## src/rtl/rec_pkg.sv

```systemverilog
// shared constants, types and codes for the read error corrected counter
`default_nettype none
package rec_pkg;

    // sequence geometry and store depth
    localparam int SEQ_LEN     = 50;
    localparam int MAX_ENTRIES = 1024;

    localparam int BASE_W   = 3;
    localparam int ROW_W    = SEQ_LEN * BASE_W;
    localparam int IDX_W    = (MAX_ENTRIES > 1) ? $clog2(MAX_ENTRIES) : 1;
    localparam int LOADED_W = $clog2(MAX_ENTRIES + 1);
    localparam int POS_W    = $clog2(SEQ_LEN + 1);

    // field widths fixed by the stream format
    localparam int OP_W     = 2;
    localparam int ENTRY_W  = 10;
    localparam int COUNT_W  = 48;
    localparam int WEIGHT_W = 16;
    localparam int NHITS_W  = 8;

    // share arithmetic
    localparam int TOTAL_W  = WEIGHT_W + LOADED_W;
    localparam int NUM_W    = (TOTAL_W > 2 * WEIGHT_W) ? TOTAL_W + 1 : 2 * WEIGHT_W + 1;
    localparam int DIV_CNT_W = $clog2(NUM_W);
    localparam logic [WEIGHT_W-1:0] NW_RESET = 16'd655;
    localparam logic [COUNT_W-1:0]  COUNT_MAX = {COUNT_W{1'b1}};

    // base codes
    localparam logic [BASE_W-1:0] BASE_T     = 3'd3;
    localparam logic [BASE_W-1:0] BASE_OTHER = 3'd4;

    // mismatch tally per entry, saturating at two
    localparam logic [1:0] DIFF_NONE = 2'd0;
    localparam logic [1:0] DIFF_ONE  = 2'd1;
    localparam logic [1:0] DIFF_MANY = 2'd2;

    // operation codes
    localparam logic [OP_W-1:0] OP_LOAD    = 2'd0;
    localparam logic [OP_W-1:0] OP_READ    = 2'd1;
    localparam logic [OP_W-1:0] OP_READOUT = 2'd2;

    // result kinds
    localparam logic KIND_SUMMARY = 1'b0;
    localparam logic KIND_READOUT = 1'b1;

    typedef logic [BASE_W-1:0] base_t;
    typedef logic [ROW_W-1:0]  row_t;

    // status carried along the cell chain with one reference entry
    typedef struct packed {
        logic             valid;
        logic             last;
        logic             dup;
        logic [IDX_W-1:0] idx;
        logic [1:0]       diffs;
        logic             letter;
    } cell_item_t;

endpackage
`default_nettype wire

```

## src/rtl/rec_cell.sv

```systemverilog
// one compare cell: holds one read base and one load base, tallies mismatches
`default_nettype none
module rec_cell (
    input  wire                  clk,
    input  wire                  rst_n,
    input  wire                  rd_we,
    input  wire                  ld_we,
    input  rec_pkg::base_t       wr_base,
    input  wire                  key_sel,
    input  rec_pkg::cell_item_t  item_in,
    input  rec_pkg::row_t        row_in,
    output rec_pkg::cell_item_t  item_out,
    output rec_pkg::row_t        row_out,
    output rec_pkg::base_t       ld_base
);
    import rec_pkg::*;

    base_t      rd_base_reg;
    base_t      ld_base_reg;
    cell_item_t item_reg;
    cell_item_t item_next;
    row_t       row_reg;
    base_t      key;
    base_t      ref_base;
    logic       mismatch;

    // compare the entry base at this position against the held key
    always_comb
    begin
        key       = key_sel ? ld_base_reg : rd_base_reg;
        ref_base  = row_in[BASE_W-1:0];
        mismatch  = (ref_base != key);
        item_next = item_in;
        if (item_in.valid && mismatch)
        begin
            if (item_in.diffs == DIFF_NONE)
            begin
                item_next.diffs  = DIFF_ONE;
                item_next.letter = (ref_base <= BASE_T);
            end
            else
            begin
                item_next.diffs = DIFF_MANY;
            end
        end
    end

    // item status, with reset on the valid flag
    always_ff @(posedge clk or negedge rst_n)
    begin
        if (!rst_n)
        begin
            item_reg <= '0;
        end
        else
        begin
            item_reg <= item_next;
        end
    end

    // held bases and the remaining entry bases
    always_ff @(posedge clk)
    begin
        if (rd_we)
        begin
            rd_base_reg <= wr_base;
        end
        if (ld_we)
        begin
            ld_base_reg <= wr_base;
        end
        row_reg <= row_in >> BASE_W;
    end

    assign item_out = item_reg;
    assign row_out  = row_reg;
    assign ld_base  = ld_base_reg;

endmodule
`default_nettype wire

```

## src/rtl/rec_chain.sv

```systemverilog
// row of compare cells, one per sequence position
`default_nettype none
module rec_chain (
    input  wire                        clk,
    input  wire                        rst_n,
    input  wire                        rd_we,
    input  wire                        ld_we,
    input  wire [rec_pkg::POS_W-1:0]   wr_pos,
    input  rec_pkg::base_t             wr_base,
    input  wire                        key_sel,
    input  rec_pkg::cell_item_t        item_in,
    input  rec_pkg::row_t              row_in,
    output rec_pkg::cell_item_t        item_out,
    output rec_pkg::row_t              ld_row
);
    import rec_pkg::*;

    cell_item_t items [SEQ_LEN+1];
    row_t       rows  [SEQ_LEN+1];

    assign items[0] = item_in;
    assign rows[0]  = row_in;

    // each cell takes the base written at its own position
    for (genvar i = 0; i < SEQ_LEN; i++)
    begin : g_cell
        rec_cell u_cell (
            .clk      (clk),
            .rst_n    (rst_n),
            .rd_we    (rd_we && (wr_pos == POS_W'(i))),
            .ld_we    (ld_we && (wr_pos == POS_W'(i))),
            .wr_base  (wr_base),
            .key_sel  (key_sel),
            .item_in  (items[i]),
            .row_in   (rows[i]),
            .item_out (items[i+1]),
            .row_out  (rows[i+1]),
            .ld_base  (ld_row[i*BASE_W +: BASE_W])
        );
    end

    assign item_out = items[SEQ_LEN];

endmodule
`default_nettype wire

```

## config.mk

```make
export PLATFORM = sky130hd
export DESIGN_NAME = rec_chain
export DESIGN_NICKNAME = d
export VERILOG_FILES = /design/src/rtl/rec_pkg.sv /design/src/rtl/rec_cell.sv /design/src/rtl/rec_chain.sv
export SDC_FILE = /design/constraint.sdc
export NUM_CORES = 2
export LEC_CHECK = 0
export BUFFER_PORTS_ARGS = -buffer_cell sky130_fd_sc_hd__buf_4
export CORE_MARGIN = 5
export CORE_UTILIZATION = 50
export DETAILED_ROUTE_END_ITERATION = 12
export PLACE_DENSITY = 0.66
export SLEW_MARGIN = 40
export SYNTH_ARGS = -nofsm -noshare
export SYNTH_HDL_FRONTEND = slang
export SYNTH_HIERARCHICAL = 1
export SYNTH_SLANG_ARGS = --single-unit
```

## constraint.sdc

```tcl
create_clock -name clk -period 1.72 [get_ports clk]
set_clock_uncertainty 0.2 [all_clocks]
set_input_delay 0.172 -clock clk [delete_from_list [all_inputs] [get_ports clk]]
set_output_delay 0.172 -clock clk [all_outputs]
set_load 0.03 [all_outputs]
```

==> impl_metrics.env <==
export IMPL_cts_max_path_buffers=4
export IMPL_htree_levels=5
export IMPL_synth_area_mm2=0.1092
export IMPL_track_usage_pct=13.28
export IMPL_viasPerCell=4.217
export IMPL_crit_path_start_kind="flop"
export IMPL_syn_avg_cell_area_um2=19.10
export IMPL_cts_root_buf="clkbuf_16"
export IMPL_rows=171
export IMPL_drc=0
export IMPL_max_slew_margin_pct=58.94
export IMPL_gp_congestion=0.8508
export IMPL_start_util_pct=50.29
export IMPL_p_per_area_mw_per_mm2=1605
export IMPL_wl_per_cell_um=14.68
export IMPL_syn2layout_area_growth_pct=25.96
export IMPL_critPathKind="flop to primary output"
export IMPL_io_pin_count=346
export IMPL_grt_setup_unrepaired="true"
export IMPL_yosysWarnings=6
export IMPL_path_clk_slew_ns=0.06
export IMPL_layout_setup_ws_ns=-0.3034
export IMPL_worstSetupEndpointType="primary output"
export IMPL_ir_drop_mv=1.027
export IMPL_required_ns=1.35
export IMPL_first_pass_iters=5
export IMPL_vias=43460
export IMPL_ant_nets=0
export IMPL_hold_violations=0
export IMPL_r2r_slack_ns=-0.08
export IMPL_grt_pass1_vias=44640
export IMPL_setup_viol=196
export IMPL_failed_checks="setup timing"
export IMPL_clk_latency_ns=0.93
export IMPL_power_leakage_nw=57.81
export IMPL_cp_max_fo=2
export IMPL_wirelength_um=151200
export IMPL_die_area_mm2=0.2279
export IMPL_hpwl_um=86520
export IMPL_die_h_um=477.4
export IMPL_fill_cells=14800
export IMPL_grt_max_degree=99
export IMPL_syn_inst=5718
export IMPL_cts_tree="built"
export IMPL_status="finished with violations"
export IMPL_drv_slew=0
export IMPL_first_iter_violations=2409
export IMPL_finish_utilization_pct=63.34
export IMPL_arrival_ns=1.65
export IMPL_final_common_cell="dfxtp_1"
export IMPL_coreArea_mm2=0.2172
export IMPL_antenna_found_initial=7
export IMPL_max_clock_freq_ghz=0.4942
export IMPL_largest_reg_flops=3675
export IMPL_numCtsBuffers=440
export IMPL_numPortBuffers=345
export IMPL_clock_sinks=4775
export IMPL_dpl_cell_area_mm2=0.1166
export IMPL_dpl_worst_slack_ns=-0.2888
export IMPL_period_minus_slack_ns=2.023
export IMPL_syn_nets=5898
export IMPL_post_route_period_util_pct=117.6
export IMPL_grt_pass1_wl_um=241000
export IMPL_hp_class="flop to flop"
export IMPL_tightest_slew_ns=0.6139
export IMPL_grt_overflow_total=0
export IMPL_maxCapViolCount=0
export IMPL_final_area_mm2=0.1376
export IMPL_drive_gt1_share_pct=19.65
export IMPL_die_x_um=477.4
export IMPL_fin_nets=7275
export IMPL_layout_common_cells="dfxtp_1, dfrtp_1, clkbuf_16"
-- repair_timing --
| action | CTS | global route |
|---|---|---|
| setup buffers | 88 | 71 |
| hold buffers | 354 | 0 |
| hold endpoints to repair | 1641 | 0 |
| endpoints found under the setup margin | 166 | 295 |
| resized for setup | 190 | 160 |
| cloned | 0 | 0 |
| pin swaps | 18 | 178 |
-- metrics by stage --
step | cells | TNS [ns] | hold slack (ns) | power [W]
after floorplan | 5718 | 0 | -0.3236 | 0.1236
after global routing | 10300 | -50.93 | 0.02735 | 0.2298
after CTS | 10260 | -46.18 | 0.004066 | 0.2237
final | 10310 | -31.17 | 0.08314 | 0.2208
after global placement | 9028 | -16.19 | -0.1239 | 0.1259
after detailed placement | 9028 | -35.71 | -0.1222 | 0.1263
-- report_power, final --
group          switching (W)  internal [W]  total (W)  leakage, nW
sequential           0.00201         0.118      0.120         43.0
combinational        0.00230       0.00228    0.00458         7.48
clock                 0.0379        0.0580     0.0959         7.31
-- path summary, 6_finish.rpt --
kind	from	end	depth (start not counted)
worst max-delay path	g_cell[40].u_cell/ld_base[0]	ld_row[120]	2
worst min-delay path	g_cell[11].u_cell/row_out[80]	g_cell[12].u_cell/row_out[77]	0
worst max register to register	g_cell[44].u_cell/ld_base[0]	g_cell[44].u_cell/item_out[1]	6
worst min register to register	g_cell[11].u_cell/row_out[80]	g_cell[12].u_cell/row_out[77]	0
max in group asynchronous	rst_n	g_cell[17].u_cell/item_out[1]	5
min in group asynchronous	rst_n	g_cell[3].u_cell/item_out[3]	4
-- final cells by class --
class	instances	area (µm²)	area share, %
Clock inverter	139	1704	1.239
Multi-Input combinational cell	874	7122	5.177
Sequential cell	4775	102600	74.58
Clock buffer	655	13150	9.562
Tap cell	2854	3571	2.596
Inverter	50	187.7	0.1364
Timing Repair Buffer	954	9214	6.698
Antenna cell	4	10.01	0.007276
-- layer usage --
layer  routed length (µm)  GRT usage (%)  up-vias  part of all wire, %
li1                     -              -    21280                    -
met1                63680          17.09    20590                   42
met2                71040          21.15     1131                   47
met5                    0              0        -                    0
met3                 9638          3.396      461                  6.4
met4                 6890          6.444        0                  4.6
-- worst max-delay path, stage by stage (launching register included) --
cell      delay (ns)
edfxtp_1        0.42
buf_6           0.16
buf_6           0.13
Power figures use the tool's default switching activity.
