[src/rtl/rec_pkg.sv]
// shared constants, types and codes for the read error corrected counter
`default_nettype none
package rec_pkg;

    // sequence geometry and store depth
    localparam int SEQ_LEN     = 50;
    localparam int MAX_ENTRIES = 1024;

    localparam int BASE_W   = 3;
    localparam int ROW_W    = SEQ_LEN * BASE_W;
    localparam int IDX_W    = (MAX_ENTRIES > 1) ? $clog2(MAX_ENTRIES) : 1;
    localparam int LOADED_W = $clog2(MAX_ENTRIES + 1);
    localparam int POS_W    = $clog2(SEQ_LEN + 1);

    // field widths fixed by the stream format
    localparam int OP_W     = 2;
    localparam int ENTRY_W  = 10;
    localparam int COUNT_W  = 48;
    localparam int WEIGHT_W = 16;
    localparam int NHITS_W  = 8;

    // share arithmetic
    localparam int TOTAL_W  = WEIGHT_W + LOADED_W;
    localparam int NUM_W    = (TOTAL_W > 2 * WEIGHT_W) ? TOTAL_W + 1 : 2 * WEIGHT_W + 1;
    localparam int DIV_CNT_W = $clog2(NUM_W);
    localparam logic [WEIGHT_W-1:0] NW_RESET = 16'd655;
    localparam logic [COUNT_W-1:0]  COUNT_MAX = {COUNT_W{1'b1}};

    // base codes
    localparam logic [BASE_W-1:0] BASE_T     = 3'd3;
    localparam logic [BASE_W-1:0] BASE_OTHER = 3'd4;

    // mismatch tally per entry, saturating at two
    localparam logic [1:0] DIFF_NONE = 2'd0;
    localparam logic [1:0] DIFF_ONE  = 2'd1;
    localparam logic [1:0] DIFF_MANY = 2'd2;

    // operation codes
    localparam logic [OP_W-1:0] OP_LOAD    = 2'd0;
    localparam logic [OP_W-1:0] OP_READ    = 2'd1;
    localparam logic [OP_W-1:0] OP_READOUT = 2'd2;

    // result kinds
    localparam logic KIND_SUMMARY = 1'b0;
    localparam logic KIND_READOUT = 1'b1;

    typedef logic [BASE_W-1:0] base_t;
    typedef logic [ROW_W-1:0]  row_t;

    // status carried along the cell chain with one reference entry
    typedef struct packed {
        logic             valid;
        logic             last;
        logic             dup;
        logic [IDX_W-1:0] idx;
        logic [1:0]       diffs;
        logic             letter;
    } cell_item_t;

endpackage
`default_nettype wire

[src/rtl/rec_div.sv]
// restoring divider, one quotient bit per cycle
`default_nettype none
module rec_div (
    input  wire                         clk,
    input  wire                         rst_n,
    input  wire                         start,
    input  wire [rec_pkg::NUM_W-1:0]    dividend,
    input  wire [rec_pkg::TOTAL_W-1:0]  divisor,
    output logic                        done,
    output logic [rec_pkg::NUM_W-1:0]   quotient
);
    import rec_pkg::*;

    logic                 busy_reg, busy_next;
    logic                 done_reg, done_next;
    logic [DIV_CNT_W-1:0] cnt_reg, cnt_next;
    logic [TOTAL_W-1:0]   rem_reg, rem_next;
    logic [NUM_W-1:0]     quo_reg, quo_next;
    logic [TOTAL_W-1:0]   div_reg, div_next;
    logic [TOTAL_W:0]     rem_sh;
    logic                 fits;

    // shift in one dividend bit, subtract when it fits
    always_comb
    begin
        rem_sh    = {rem_reg, quo_reg[NUM_W-1]};
        fits      = (rem_sh >= {1'b0, div_reg});
        busy_next = busy_reg;
        done_next = 1'b0;
        cnt_next  = cnt_reg;
        rem_next  = rem_reg;
        quo_next  = quo_reg;
        div_next  = div_reg;
        if (start)
        begin
            busy_next = 1'b1;
            cnt_next  = '0;
            rem_next  = '0;
            quo_next  = dividend;
            div_next  = divisor;
        end
        else if (busy_reg)
        begin
            rem_next = fits ? TOTAL_W'(rem_sh - {1'b0, div_reg}) : TOTAL_W'(rem_sh);
            quo_next = {quo_reg[NUM_W-2:0], fits};
            cnt_next = cnt_reg + 1'b1;
            if (cnt_reg == DIV_CNT_W'(NUM_W - 1))
            begin
                busy_next = 1'b0;
                done_next = 1'b1;
            end
        end
    end

    always_ff @(posedge clk or negedge rst_n)
    begin
        if (!rst_n)
        begin
            busy_reg <= 1'b0;
            done_reg <= 1'b0;
            cnt_reg  <= '0;
        end
        else
        begin
            busy_reg <= busy_next;
            done_reg <= done_next;
            cnt_reg  <= cnt_next;
        end
    end

    always_ff @(posedge clk)
    begin
        rem_reg <= rem_next;
        quo_reg <= quo_next;
        div_reg <= div_next;
    end

    assign done     = done_reg;
    assign quotient = quo_reg;

endmodule
`default_nettype wire

[config.mk]
export PLATFORM = sky130hd
export DESIGN_NAME = rec_div
export DESIGN_NICKNAME = d
export VERILOG_FILES = /design/src/rtl/rec_pkg.sv /design/src/rtl/rec_div.sv
export SDC_FILE = /design/constraint.sdc
export NUM_CORES = 1
export LEC_CHECK = 0
export BUFFER_PORTS_ARGS = -buffer_cell sky130_fd_sc_hd__buf_4
export CAP_MARGIN = 25
export CORE_MARGIN = 1
export CORE_UTILIZATION = 50
export DETAILED_ROUTE_END_ITERATION = 6
export PLACE_DENSITY = 0.72
export SLEW_MARGIN = 10
export SYNTH_ARGS = -nofsm -noshare
export SYNTH_HDL_FRONTEND = slang
export SYNTH_SLANG_ARGS = --single-unit
[constraint.sdc]
create_clock -name clk -period 6.1 [get_ports clk]
set_clock_uncertainty 0.2 [all_clocks]
set_input_delay 0.305 -clock clk [delete_from_list [all_inputs] [get_ports clk]]
set_output_delay 0.305 -clock clk [all_outputs]
set_load 0.02 [all_outputs]
==> flow_summary.json, run 1 <==
{
  "status": "completed",
  "clock_sinks": 95,
  "fp.dieH_um": 108,
  "routedWlPerCell_um": 15.7,
  "setup_tns_ns": 0,
  "leakage_nw": 2.94,
  "n_antenna_cell": 0,
  "tritoncts": "yes",
  "ys_warn_count": 0,
  "grt.overflow.total": 0,
  "ys_seq_area_frac": 0.450,
  "syn_to_final_growth_pct": 22.9,
  "final_cell_mix": "buf_4, nand2_1, edfxtp_1",
  "synth_top_area_share": 0.319,
  "cts_root_buf": "clkbuf_16",
  "final_cells": 815,
  "crit_path_start_kind": "flip-flop",
  "ys_ff_latch": 95,
  "cts.path.max_buffers": 2,
  "place_inst": 771,
  "vias": 4565,
  "p_total_mw": 1.51,
  "dieArea_mm2": 0.0117,
  "synth_area_leader_cell": "edfxtp_1",
  "cp.required_ns": 6.14,
  "grt.total_usage": 0.234,
  "worst_pin_slew_ns": 0.627,
  "final_common_cell": "buf_4",
  "path_max_fanout": 16,
  "post_cts_buffers": 0,
  "path_buf_inv": 2,
  "ys.flop_type": "edfxtp_1",
  "grt_pass1_vias": 4368,
  "grt_max_degree": 53,
  "finalHoldViolations": 0,
  "final_layout_size_suffix_gt1_frac": 0.246,
  "cp-end-kind": "flip-flop",
  "hpwl_um": 9150,
  "wl_um": 12800,
  "drv_cap": 0,
  "power_density_mw_per_mm2": 217,
  "start_util": 0.517,
  "cp_slowest_cell": "a31oi_2",
  "async_flop_share": 0.0842,
  "fin_ws_ns": 2.77,
  "setup_violations": 0,
  "hold_ws_ns": 0.0579,
  "grt_pass1_wl_um": 21200,
  "postRouteAntennaNets": 0,
  "yosysUniqueCellTypes": 73,
  "period_needed_ns": 3.33,
  "ir_drop_mv": 0.142,
  "slew_headroom": 0.571,
  "num_rows": 38,
  "criticalPathCategory": "flip-flop to flip-flop",
  "io_buffers": 96,
  "cpLargestDelayFamily": "compound AO/OA/AOI/OAI gates",
  "die_w_um": 108,
  "cp_cell_sequence": "inv_1, ha_1, fa_1, nand2b_2, a21oi_4, o21a_4, o211ai_2, a31oi_2, buf_4, o2111ai_1, a311oi_1",
  "syn_area_per_cell_um2": 10.0,
  "max_freq_mhz": 300,
  "cp.arrival_ns": 3.37,
  "dp_slack_ns": 2.79,
  "nNetsFinal": 763,
  "cts_made_buffers": 9,
  "antenna_found_initial": 0,
  "worstSkewPairLatency_ns": 0.34,
  "syn_area_mm2": 0.00566,
  "drtIter0Drc": 230,
  "cp_slowest_stage_delay_ns": 0.51,
  "h-tree-depth": 3,
  "fp.coreArea_mm2": 0.0109,
  "synth_nets": 656,
  "num_io_pins": 97,
  "drt-pass1-iter-count": 4,
  "globalplace.congestion": 0.921,
  "synth_edf_count": 60,
  "synth.top_cells.by_area": "edfxtp_1, dfxtp_1, ha_1",
  "clkSlewWorstSetupHoldPaths_ns": 0.06,
  "drc": 0,
  "hp-class": "primary input to flip-flop",
  "slew_viol_final": 0,
  "viasPerCell": 5.60,
  "largest_reg_flops": 33,
  "fin_crit_sh": 0.546,
  "synth_cells": 563,
  "rsz0062_at_grt": "no"
}
[layer usage]
layer	wire, um	global-route usage
met1	5710	0.301
met2	6160	0.391
met3	769	0.0524
met4	162	0.0724
met5	0	0
[synthesized netlist by cell type (3+ instances only)]
cell type,count
and3_1,3
a211oi_1,5
buf_6,5
o21ai_0,13
nand2_1,67
o21a_1,3
or3_1,3
nand4_1,11
o21ai_2,3
buf_4,5
clkbuf_1,13
nand3_1,11
xnor2_1,9
o211ai_1,5
a31oi_1,3
o21bai_1,4
dfxtp_1,27
a21oi_1,30
ha_1,29
nor3_1,12
nor2_1,48
dfrtp_1,8
buf_2,5
buf_1,4
xor2_1,6
inv_1,41
a32oi_1,3
a21o_1,9
nor4_1,4
edfxtp_1,60
mux2_2,32
o31ai_1,3
o2111ai_1,6
mux2i_1,4
a311oi_1,17
[timing repair]
action,in CTS,in global routing
setup endpoints to repair,0,0
endpoints found under the hold margin,35,0
resized for setup,0,0
hold buffers,28,0
[worst register-to-register path: cells and delay by family, from the launching register on]
family	cells	cell delay, ns
fa+ha+maj	2	0.61
buf+inv	2	0.40
flops	1	0.34
compound gates	6	1.45
simple gates	1	0.22
[logic make-up (layout without fill, tap and decap cells)]
family | Yosys count | in the layout | share of synthesized area
adders and majority gates | 30 | 30 | 0.0677
buffers and inverters | 74 | 186 | 0.0604
and+or+nand+nor | 177 | 177 | 0.144
DFF | 95 | 95 | 0.450
xor gates and xnor gates | 15 | 15 | 0.0232
AOI/OAI and AO/OA | 135 | 135 | 0.182
muxes | 37 | 37 | 0.0735
[worst paths after layout]
kind	startpoint	end	cells after the start	slack [ns]
max	quotient[32]	rem_reg[15]	11	2.77
min	dividend[0]	quotient[0]	3	0.06
max reg2reg	quotient[32]	rem_reg[15]	11	2.77
min reg2reg	rem_reg[21]	rem_reg[22]	2	0.29
max in group asynchronous	rst_n	busy_reg	2	5.45
min in group asynchronous	rst_n	done	2	0.12
[power by group]
| group | total, mW | internal (mW) | switching [mW] |
|---|---|---|---|
| Sequential | 0.748 | 0.729 | 0.0188 |
| Combinational | 0.259 | 0.127 | 0.132 |
| Clock | 0.504 | 0.276 | 0.228 |
[metrics by stage]
step           utilization  instance area (um^2)
6_report             0.635                  6950
5_1_grt              0.635                  6950
4_1_cts              0.635                  6950
3_5_place_dp         0.586                  6410
3_3_place_gp         0.585                  6390
2_1_floorplan            -                  5660
[area by class of cell]
type	instances	area (um^2)
flip-flops and latches	95	2540
clock buffers	13	240
inverters	41	154
well taps	140	175
clock inverters	3	20.0
fillers	930	3990
multi-input cells	394	2770
repair buffers	129	1050
No activity file was read; power rests on OpenSTA's default activity.
==> run 2, diff against run 1 <==
- ABC_AREA: default -> 1
- clock period: 6.1 -> 3.17 ns (I/O delays scaled with it)
==> flow_summary.json, run 2 <==
{
  "status": "completed",
  "crit_path_start_kind": "flip-flop",
  "rsz0062_at_grt": "no",
  "yosysMostFrequentCell": "nand2_1",
  "cts_made_buffers": 9,
  "nFillCells": 1033,
  "cts_resized": 0,
  "num_io_pins": 97,
  "final_layout_size_suffix_gt1_frac": 0.152,
  "leakage_nw": 4.22,
  "synthTopCellsByCount": "nand2_1, inv_1, edfxtp_1",
  "ys_ff_latch": 95,
  "period_needed_ns": 2.58,
  "synth_top_area_share": 0.292,
  "max_freq_mhz": 387,
  "setup_tns_ns": 0,
  "synth.top_cells.by_area": "edfxtp_1, nand2_1, inv_1",
  "synth.area.mux_share": 0,
  "cts_root_buf": "clkbuf_16",
  "top_layer": "met4",
  "synth_top_family_by_area": "simple AND/OR/NAND/NOR gates",
  "synth_nets": 957,
  "cp_cell_sequence": "inv_1, ha_1, fa_1, inv_1, nand3_1, nand3_1, nand2_1, nand3_2, nand2_4, nand3_4, nand2_1, nand3_1, o21ai_0",
  "syn_area_per_cell_um2": 7.15,
  "path_max_fanout": 28,
  "worstSkewPairLatency_ns": 0.36,
  "syn_to_final_growth_pct": 29.0,
  "synth_compound_area_frac": 0.0314,
  "grt_pass1_wl_um": 27700,
  "routedWlPerCell_um": 14.0,
  "cp_slowest_stage_delay_ns": 0.40,
  "io_buffers": 96,
  "synthXorXnorAreaFrac": 0.0156,
  "clkSlewWorstSetupHoldPaths_ns": 0.06,
  "antenna_found_initial": 0,
  "ys.flop_type": "edfxtp_1",
  "vias": 5851,
  "power_density_mw_per_mm2": 719,
  "final_cells": 1174,
  "final_cell_mix": "nand2_1, inv_1, buf_4",
  "cp-end-kind": "flip-flop",
  "nNetsFinal": 1115,
  "synthAdderAreaFrac": 0.0620,
  "largest_reg_flops": 33,
  "num_rows": 40,
  "final_common_cell": "nand2_1",
  "drtIter0Drc": 266,
  "place_inst": 1095,
  "worst_pin_slew_ns": 0.606,
  "postRouteAntennaNets": 0,
  "cts.path.max_buffers": 2,
  "criticalPathCategory": "flip-flop to flip-flop",
  "finalHoldViolations": 0,
  "hp-class": "flip-flop to flip-flop",
  "grt_pass1_vias": 5847,
  "n_antenna_cell": 0,
  "viasPerCell": 4.98,
  "post_cts_buffers": 0,
  "yosysUniqueCellTypes": 37,
  "drv_cap": 0,
  "grt_max_degree": 50,
  "grt.total_usage": 0.276,
  "die_w_um": 113,
  "ys_warn_count": 0,
  "hpwl_um": 10900,
  "wl_um": 16400,
  "dieArea_mm2": 0.0128,
  "p_total_mw": 5.73,
  "fp.dieH_um": 113,
  "cp.arrival_ns": 2.59,
  "synth_edf_count": 60,
  "ys_seq_area_frac": 0.412,
  "fin_crit_sh": 0.815,
  "cp.required_ns": 3.18,
  "grt.overflow.total": 0,
  "cp_slowest_cell": "fa_1",
  "synth_area_leader_cell": "edfxtp_1",
  "setup_violations": 0,
  "wl_met2_um": 7650,
  "globalplace.congestion": 0.919,
  "async_flop_share": 0.0842,
  "clock_sinks": 95,
  "fp.coreArea_mm2": 0.0120,
  "slew_headroom": 0.596,
  "wl_met3_um": 1010,
  "crit_top_cell": "nand3_1",
  "slew_viol_final": 0,
  "drc": 0,
  "start_util": 0.514,
  "synthSimpleGateAreaFrac": 0.359,
  "syn_area_mm2": 0.00618,
  "ir_drop_mv": 0.436,
  "drt-pass1-iter-count": 5,
  "synth_cells": 864,
  "h-tree-depth": 3,
  "tritoncts": "yes",
  "wl_met1_um": 7370,
  "final_core_utilization": 0.664
}
-- run 2: power by group --
part           leakage, nW  total, mW  internal (mW)  switching [mW]
registers            0.955       1.72           1.56           0.156
clock network        0.138       1.12          0.621           0.500
logic                 3.13       2.90           1.07            1.82
-- run 2: final cells by class --
class	instances	area, um^2	share of cell area
multi-input combinational	577	2890	0.363
clock buffer	11	233	0.0292
sequential	95	2540	0.319
tap	147	184	0.0231
clock inverter	5	65.1	0.00816
inverter	172	646	0.0810
timing repair buffer	167	1410	0.177
-- run 2: logic make-up (layout without fill, tap and decap cells) --
group	after synthesis	count (layout)
compound gates	36	36
fa+ha+maj	30	30
flops	95	95
xor+xnor	11	11
buf+inv	192	355
simple gates	500	500
-- run 2: path summary, 6_finish.rpt --
check,start,slack [ns],end,cells past startpoint
hold / removal,rem_reg[26],0.28,rem_reg[26],2
max in group asynchronous,rst_n,1.93,busy_reg,3
hold reg to reg,rem_reg[26],0.28,rem_reg[26],2
min in group asynchronous,rst_n,0.56,cnt_reg[5],3
setup / recovery,quotient[32],0.59,rem_reg[4],13
setup reg to reg,quotient[32],0.59,rem_reg[4],13
-- run 2: stage by stage --
step	setup slack [ns]	hold slack, ns	cell area (um^2)
6_report	0.588	0.276	7970
5_1_grt	0.376	0.293	7970
4_1_cts	0.560	0.273	7970
3_5_place_dp	0.606	-0.220	7040
3_3_place_gp	0.692	-0.219	7040
2_1_floorplan	0.679	-0.337	6180
-- run 2: what timing repair did --
action	4_1_cts	5_1_grt
hold buffers	63	0
setup endpoints to repair	0	0
endpoints found under the hold margin	80	0
-- run 2: routing by layer --
metal	GRT usage	vias up
met1	0.353	2622
met3	0.0653	37
met4	0.0956	0
met5	0	-
li1	-	3012
met2	0.458	180
-- run 2: worst max-delay path: cells and delay by family (launching register included) --
family / cells / cell delay (ns)
AOI/OAI and AO/OA: 1 / 0.09
and+or+nand+nor: 8 / 1.02
buffers and inverters: 2 / 0.15
adders and majority gates: 2 / 0.62
DFF: 1 / 0.34
==> run 3, diff against run 2 <==
- PLACE_DENSITY: 0.72 -> 0.75
- clock period: 3.17 -> 2.3 ns (I/O delays scaled with it)
==> flow_summary.json, run 3 (same netlist as run 2, synthesis figures left out) <==
{
  "hpwl_um": 11900,
  "grt_max_degree": 42,
  "grt.overflow.total": 0,
  "wl_um": 17900,
  "worst_pin_slew_ns": 0.544,
  "rsz0062_at_grt": "yes",
  "dieArea_mm2": 0.0128,
  "final_layout_size_suffix_gt1_frac": 0.230,
  "crit_top_cell": "nand2_1",
  "grt_pass1_vias": 6089,
  "crit_path_start_kind": "flip-flop",
  "cp_cell_sequence": "inv_2, ha_4, nand2_1, nand2_1, inv_1, nand2_1, nand2_1, nand2_2, a21oi_4, nand3_4, clkbuf_16, nand2_2, nand2_1",
  "cp.arrival_ns": 2.20,
  "grt_pass1_wl_um": 28700,
  "fin_crit_sh": 0.989,
  "drtIter0Drc": 450,
  "final_common_cell": "nand2_1",
  "n_antenna_cell": 0,
  "cts_made_buffers": 9,
  "largest_reg_flops": 33,
  "max_freq_mhz": 439,
  "vias": 6214,
  "postRouteAntennaNets": 0,
  "nFillCells": 881,
  "cp_slowest_stage_delay_ns": 0.40,
  "num_io_pins": 97,
  "cts.path.max_buffers": 2,
  "internal_power_mw": 5.09,
  "cp_slowest_cell": "edfxtp_1",
  "setup_violations": 0,
  "h-tree-depth": 3,
  "drt-pass1-iter-count": 7,
  "slew_headroom": 0.637,
  "tritoncts": "yes",
  "criticalPathCategory": "flip-flop to flip-flop",
  "clkSlewWorstSetupHoldPaths_ns": 0.07,
  "power_frac_clock": 0.166,
  "multi_input_area_mm2": 0.00317,
  "status": "completed",
  "hp-class": "flip-flop to flip-flop",
  "hold_ws_ns": 0.263,
  "syn_to_final_growth_pct": 39.7,
  "cp.required_ns": 2.22,
  "grt.total_usage": 0.286,
  "setup_tns_ns": 0,
  "num_rows": 40,
  "power_density_mw_per_mm2": 1050,
  "period_needed_ns": 2.28,
  "path_max_fanout": 5,
  "drv_cap": 0,
  "fp.coreArea_mm2": 0.0120,
  "cp-end-kind": "flip-flop",
  "routedWlPerCell_um": 14.8,
  "p_sw_mw": 3.93,
  "pwr-share-comb": 0.569,
  "viasPerCell": 5.12,
  "drc": 0,
  "leakage_nw": 4.49,
  "finalHoldViolations": 0,
  "die_w_um": 113,
  "power.share.sequential": 0.266,
  "nNetsFinal": 1154,
  "antenna_found_initial": 0,
  "start_util": 0.514,
  "cts_root_buf": "clkbuf_16",
  "ir_drop_mv": 0.512,
  "fp.dieH_um": 113,
  "ff_latch_area_mm2": 0.00254,
  "final_cell_mix": "nand2_1, inv_1, buf_4",
  "clock_sinks": 95,
  "worstSkewPairLatency_ns": 0.36,
  "globalplace.congestion": 0.937,
  "p_sw_frac": 0.435,
  "io_buffers": 96,
  "slew_viol_final": 0
}
[run 3: changes by cell type in the layout (fill, tap and decap cells not counted), moves of 8 or more]
cell	delta
buf_4	+30
nand2_1	-16
nand2_2	+15
ha_1	-11
ha_4	+10
nand3_1	-10
nand3_2	+8
[run 3: final cells by class]
cell class,count,area share
Multi-Input combinational cell,577,0.367
Sequential cell,95,0.295
Timing Repair Buffer,206,0.209
Inverter,172,0.0748
Clock buffer,10,0.0277
Tap cell,147,0.0213
Clock inverter,6,0.00566
[run 3: final timing paths]
kind | startpoint | endpoint | cells past startpoint | slack, ns
min in group asynchronous | rst_n | cnt_reg[1] | 3 | 0.54
max in group asynchronous | rst_n | cnt_reg[3] | 3 | 1.10
worst min register to register | rem_reg[26] | rem_reg[26] | 2 | 0.26
worst max-delay path | div_reg[15] | quotient[0] | 13 | 0.02
worst min-delay path | rem_reg[26] | rem_reg[26] | 2 | 0.26
worst max register to register | div_reg[15] | quotient[0] | 13 | 0.02
[run 3: worst max-delay path, delay by kind of cell, from the launching register on]
family | cells | cell delay (ns)
buffers and inverters | 3 | 0.34
and+or+nand+nor | 8 | 0.63
DFF | 1 | 0.40
AOI/OAI and AO/OA | 1 | 0.24
adders and majority gates | 1 | 0.20
[run 3: per-stage QoR]
step	cell area (um^2)	power, mW	utilization	worst slack (ns)	cells
global route	8630	9.70	0.718	-0.0974	1213
global placement	7330	6.61	0.610	0.0391	1124
floorplan	6200	5.39	-	-0.0324	864
detailed placement	7330	6.67	0.610	0.0184	1124
finish	8630	9.02	0.718	0.0246	1213
CTS	8250	8.27	0.687	0.00327	1203
[run 3: power groups by stage]
| stage | clock [mW] | sequential (mW) | combinational (mW) |
|---|---|---|---|
| finish | 1.50 | 2.40 | 5.13 |
| detailed placement | 0 | 2.38 | 4.29 |
| global route | 1.59 | 2.43 | 5.68 |
| global placement | 0 | 2.38 | 4.23 |
| CTS | 1.52 | 2.35 | 4.39 |
| floorplan | 0 | 2.41 | 2.98 |
[run 3: repair_timing]
action                                  in CTS  in global routing
buffers inserted                             0                  7
hold buffers                                63                  0
endpoints found under the setup margin       0                 28
resized for setup                            0                 59
endpoints found under the hold margin       75                  0
[run 3: metal layers]
| metal | global-route usage | wire length [um] | vias to the layer above |
|---|---|---|---|
| met2 | 0.487 | 8570 | 264 |
| met1 | 0.357 | 7530 | 2827 |
| met3 | 0.0637 | 1290 | 33 |
| met5 | 0 | 0 | - |
| li1 | - | - | 3090 |
| met4 | 0.105 | 514 | 0 |
